[src/design/int_stack_alu_defines.svh]
// Assertion macros shared by the int_stack_alu RTL.
// Relies on i_clk and i_rst_n in the including module.
`ifndef INT_STACK_ALU_DEFINES_SVH
`define INT_STACK_ALU_DEFINES_SVH

// consequent must hold in the cycle of the antecedent
`define ISA_ASSERT_IMPLY(lbl, ante, cons) \
    lbl: assert property (@(posedge i_clk) disable iff (!i_rst_n) (ante) |-> (cons)) \
        else $error("implication failed");

// consequent must hold in the cycle after the antecedent
`define ISA_ASSERT_NEXT(lbl, ante, cons) \
    lbl: assert property (@(posedge i_clk) disable iff (!i_rst_n) (ante) |=> (cons)) \
        else $error("next-cycle check failed");

`endif

[src/design/isa_pkg.sv]
// Shared types, widths and opcodes for int_stack_alu.
// No dependencies.
package isa_pkg;
    localparam int DATA_WIDTH = 32;
    localparam int OP_WIDTH   = 5;
    localparam int N_STAGES   = DATA_WIDTH + 2;

    localparam logic [OP_WIDTH-1:0] OP_LT   = 5'd0;
    localparam logic [OP_WIDTH-1:0] OP_GT   = 5'd1;
    localparam logic [OP_WIDTH-1:0] OP_EQ   = 5'd2;
    localparam logic [OP_WIDTH-1:0] OP_LE   = 5'd3;
    localparam logic [OP_WIDTH-1:0] OP_GE   = 5'd4;
    localparam logic [OP_WIDTH-1:0] OP_NE   = 5'd5;
    localparam logic [OP_WIDTH-1:0] OP_SUB  = 5'd6;
    localparam logic [OP_WIDTH-1:0] OP_ADD  = 5'd7;
    localparam logic [OP_WIDTH-1:0] OP_MUL  = 5'd8;
    localparam logic [OP_WIDTH-1:0] OP_DIV  = 5'd9;
    localparam logic [OP_WIDTH-1:0] OP_MOD  = 5'd10;
    localparam logic [OP_WIDTH-1:0] OP_AND  = 5'd11;
    localparam logic [OP_WIDTH-1:0] OP_OR   = 5'd12;
    localparam logic [OP_WIDTH-1:0] OP_XOR  = 5'd13;
    localparam logic [OP_WIDTH-1:0] OP_NAND = 5'd14;
    localparam logic [OP_WIDTH-1:0] OP_NOR  = 5'd15;
    localparam logic [OP_WIDTH-1:0] OP_XNOR = 5'd16;
    localparam logic [OP_WIDTH-1:0] OP_NEG  = 5'd17;
    localparam logic [OP_WIDTH-1:0] OP_INV  = 5'd18;
    localparam logic [OP_WIDTH-1:0] OP_LNOT = 5'd19;
    localparam logic [OP_WIDTH-1:0] OP_RAND = 5'd20;
    localparam logic [OP_WIDTH-1:0] OP_ROR  = 5'd21;
    localparam logic [OP_WIDTH-1:0] OP_RXOR = 5'd22;
    localparam logic [OP_WIDTH-1:0] OP_RNAND = 5'd23;
    localparam logic [OP_WIDTH-1:0] OP_RNOR = 5'd24;
    localparam logic [OP_WIDTH-1:0] OP_RXNOR = 5'd25;

    typedef logic [DATA_WIDTH-1:0] t_word;

    typedef struct packed {
        logic dv;     // divide result wanted
        logic md;     // remainder result wanted
        logic qn;     // negate quotient
        logic rn;     // negate remainder
        logic dz;     // zero divisor
        logic is_bit; // reduction result
    } t_side;
endpackage

[src/design/isa_divstep.sv]
// One restoring division step (one quotient bit) for int_stack_alu.
// Depends on isa_pkg.
module isa_divstep (
    input  isa_pkg::t_word i_rem,
    input  isa_pkg::t_word i_quo,
    input  isa_pkg::t_word i_dvs,
    output isa_pkg::t_word o_rem,
    output isa_pkg::t_word o_quo
);
    logic [isa_pkg::DATA_WIDTH:0] sh;
    logic [isa_pkg::DATA_WIDTH:0] diff;
    logic                         ge;

    assign sh    = {i_rem, i_quo[isa_pkg::DATA_WIDTH-1]};
    assign diff  = sh - {1'b0, i_dvs};
    assign ge    = !diff[isa_pkg::DATA_WIDTH];
    assign o_rem = ge ? diff[isa_pkg::DATA_WIDTH-1:0] : sh[isa_pkg::DATA_WIDTH-1:0];
    assign o_quo = {i_quo[isa_pkg::DATA_WIDTH-2:0], ge};
endmodule

[config.mk]
export PLATFORM = sky130hd
export DESIGN_NAME = isa_divstep
export DESIGN_NICKNAME = d
export VERILOG_FILES = /design/src/design/int_stack_alu_defines.svh /design/src/design/isa_pkg.sv /design/src/design/isa_divstep.sv
export SDC_FILE = /design/constraint.sdc
export NUM_CORES = 1
export LEC_CHECK = 0
export BUFFER_PORTS_ARGS = -buffer_cell sky130_fd_sc_hd__clkbuf_2
export CORE_MARGIN = 2
export CORE_UTILIZATION = 45
export DETAILED_ROUTE_END_ITERATION = 12
export GPL_ROUTABILITY_DRIVEN = 0
export GPL_TIMING_DRIVEN = 0
export PLACE_DENSITY = 0.83
export SETUP_SLACK_MARGIN = 0.3
export SLEW_MARGIN = 20
export SYNTH_ARGS = -nofsm -noshare
export SYNTH_HDL_FRONTEND = slang
export SYNTH_SLANG_ARGS = --single-unit
[constraint.sdc]
create_clock -name vclk -period 4
set_input_delay 0.2 -clock vclk [all_inputs]
set_output_delay 0.2 -clock vclk [all_outputs]
set_load 0.05 [all_outputs]
; Word-level counts from Yosys, hierarchy flattened
; Index checks and enable logic that the tools add are counted.
[op_classes]
div = 0
order_cmp = 0
reduce_logical = 1
mul = 0
bitwise = 0
eq_ne = 0
add_sub_neg = 1
mux = 1
shifts = 0
[ops]
columns = operator, n
row1 = 33-bit by 32-bit subtractor with 33-bit output, 1
row2 = 32-bit 2-to-1 mux, 1
row3 = 1-bit zero test, 1
[totals]
regBits = 0
memories = 0
latch_bits = 0
out_inout_bits = 64
rom_bits = 0
wordCells = 3
ramBits = 0
inputBits = 96

; Depth between registers and ports, before layout
[logic_depth]
ltp_word = 2
ltp_mapped = 13
mapped_depth_nobuf = 12

; Least setup slack after synthesis
; Ideal clock, no wire load.
[synth_timing]
kind = input port to output port
startpoint = input i_dvs[16]
endpoint = output o_rem[26]
arrival_time_ps = 3619
required_ps = 3800
slack_ps = 181
stages = 10
n_path_buf = 1
cell_sequence = inv_1 -> ha_1 -> buf_6 -> a21oi_4 -> o211ai_1 -> a221o_1 -> a211o_1 -> o211ai_1 -> o211ai_4 -> o41ai_1
[synth_between]
elab_chain_len = 2
[synth_lines]
columns = element, line
row1 = start: declaration, isa_divstep.sv:6  ; input isa_pkg::t_word i_dvs,
row2 = 33-bit by 32-bit subtractor with 33-bit output, isa_divstep.sv:15  ; assign diff = sh - {1'b0, i_dvs};
row3 = 32-bit 2-to-1 mux, isa_divstep.sv:17  ; assign o_rem = ge ? diff[isa_pkg::DATA_WIDTH-1:0] : sh[isa_pkg::DATA_WIDTH-1:0];
row4 = end: declaration, isa_divstep.sv:7  ; output isa_pkg::t_word o_rem,
; No other way between the ends.

; Final worst setup path
[layout_timing]
startpoint = input i_quo[31]
endpoint = output o_rem[26]
[layout_between]
elab_chain_len = 2
[layout_lines]
columns = element, line
row1 = start: declaration, isa_divstep.sv:5  ; input isa_pkg::t_word i_quo,
row2 = 33-bit by 32-bit subtractor with 33-bit output, isa_divstep.sv:15
row3 = 32-bit 2-to-1 mux, isa_divstep.sv:17
; No other way between the ends.

==> qor.txt <==
Static Leak - 1.97 nW
Core Area - 5850 µm²
Sequential cell area - 0 µm²
Register area share after synthesis - 0%
Crit Path Max Fanout - 4
Slew at the pin closest to its max-slew limit - 0.419 ns
Slowest cell delay on critical path - 0.42 ns
Hold_buf cts - 0
Global-route wire length before repair - 11.6 mm
F_max - 294 MHz
Synth top area cells - ha_1 (15%), mux2_4 (10%), buf_4 (8.9%)
Largest net degree at the start of global routing - 11
Post-route DRC violation count - 0
Final setup vio count - 0
Buffers & Inverters on Critical Path - 3
P per Cell Area - 269 nW/µm²
Status - finished, final reports clean
Drt pass-1 iters - 5
Leading area contributor after synthesis - ha_1
Routed Antenna Nets - 0
Crit Path Class - input pin to output pin
# nets final - 652
Global route total overflow - 0
Placed inst area - 3430 µm²
Synth top area share - 14.9%
Crit-path leading delay family - compound AO/OA/AOI/OAI gates
Die area - 6620 µm²
Hold Path Class - input pin to output pin
Design area - 3440 µm²
DR WL/cell - 12.4 µm
Ant. Diodes - 0
Synthesized instance count - 392
Max-cap violation count - 0
Synth-to-layout area growth - 27.6%
Die span in x - 81.4 µm
Vias in the first global route - 2,795
Num sequential - 0
Post-Syn Area - 2690 µm²
Initial core utilization - 46.0%
Tmin final - 3.40 ns
# rows - 28
Port Buf Inserts - 129
Slowest cell on crit path - o41ai_1
Critical Path AT - 3.20 ns
Dominant cell by count in the synthesized netlist - nand2_1
Worst path cell trace - clkbuf_2, inv_1, ha_1, fa_1, nand2b_1, a21oi_1, o211ai_1, a21oi_1, a41o_1, a2111oi_0, o41ai_1, clkbuf_2
Slew HR - 71.4%
WL final - 7.39 mm
Crit share post-route - 85.1%
Hold Vio Cnt, Final - 0
Critical Path Start Type - input pin
Synthesis warning total - 0
Clock buffers - 0
Chip height - 81.4 µm
Number of DRC markers in iteration 0 - 166
Synth cell count leaders - nand2_1 (44), inv_1 (41), a21oi_1 (34)
Synth Area per Inst - 6.87 µm²
Final setup TNS - 0 ns
Final Max Slew Viols - 0
Detail Placement HPWL - 6.36 mm
Top-Level Pins - 160
DR vias/cell - 5.37
Share of cells above drive strength 1 - 36.5%
Syn_nets - 521
GRT Total Usage - 20.9%
Critical Path RT - 3.80 ns
Synth unique cells - 49
Antenna violations before repair - 0
Endpoint type of the worst setup path - output pin
Via Count - 3,203
Worst vdd ir - 176 µV
Unrepaired setup endpoints after global routing - no
logic make-up after synthesis:
kind of cell               synth area share, %
AOI/OAI and AO/OA                         29.6
and+or+nand+nor                           19.2
buffers and inverters                     17.7
adders and majority gates                 15.6
xor gates and xnor gates                  7.80
muxes                                     10.0
layout by cell type, fill, tap and decap left out, drive strengths merged, types with 3 or more instances in the layout:
cell type | Yosys | routed
a211oi | 4 | 4
a21o | 15 | 15
a21oi | 36 | 36
and2 | 3 | 3
and3 | 6 | 6
buf | 36 | 36
clkbuf | 11 | 140
ha | 32 | 32
inv | 42 | 42
mux2 | 18 | 18
nand2 | 44 | 44
nand2b | 5 | 5
nand3 | 11 | 11
nand4 | 7 | 7
nor2 | 16 | 16
nor2b | 5 | 5
nor3 | 4 | 4
o211ai | 9 | 9
o21a | 6 | 6
o21ai | 24 | 24
o21bai | 5 | 5
o31ai | 5 | 5
xnor2 | 14 | 14
xor2 | 10 | 10
path summary, 6_finish.rpt:
check       from        end  cells after the start
min     i_quo[2]   o_quo[3]                      2
max    i_quo[31]  o_rem[26]                     12
power by group:
group	internal [mW]	switching [mW]	leakage [nW]
Sequential	0	0	0
Combinational	0.311	0.615	1.97
Clock	0	0	0
area by class of cell:
class | count | area (µm²)
fillers | 564 | 2410
multi-input cells | 303 | 2220
repair buffers | 129 | 646
plain buffers | 47 | 322
inverters | 42 | 158
well taps | 75 | 93.8
metrics by stage:
step	instances	hold WS [ns]	total power [mW]	setup slack (ns)	utilization [%]
2_1_floorplan	392	0.567	0.735	0.181	-
3_3_place_gp	596	0.728	0.909	0.532	58.7
3_5_place_dp	596	0.728	0.922	0.459	58.7
4_1_cts	596	0.728	0.926	0.455	58.7
5_1_grt	596	0.729	0.995	0.364	58.8
6_report	596	0.727	0.926	0.595	58.8
timing repair:
item,4_1_cts,5_1_grt
endpoints found under the setup margin,0,9
buffers inserted,0,0
resized for setup,0,3
routing by layer:
| metal | track usage [%] | up-vias | share of wire, % |
|---|---|---|---|
| met5 | 0 | - | 0 |
| met4 | 4.24 | 0 | 1.1 |
| met3 | 0.667 | 9 | 8.0 |
| met2 | 39.5 | 157 | 49 |
| met1 | 26.1 | 1412 | 42 |
| li1 | - | 1625 | - |
Power figures use the tool's default switching activity.
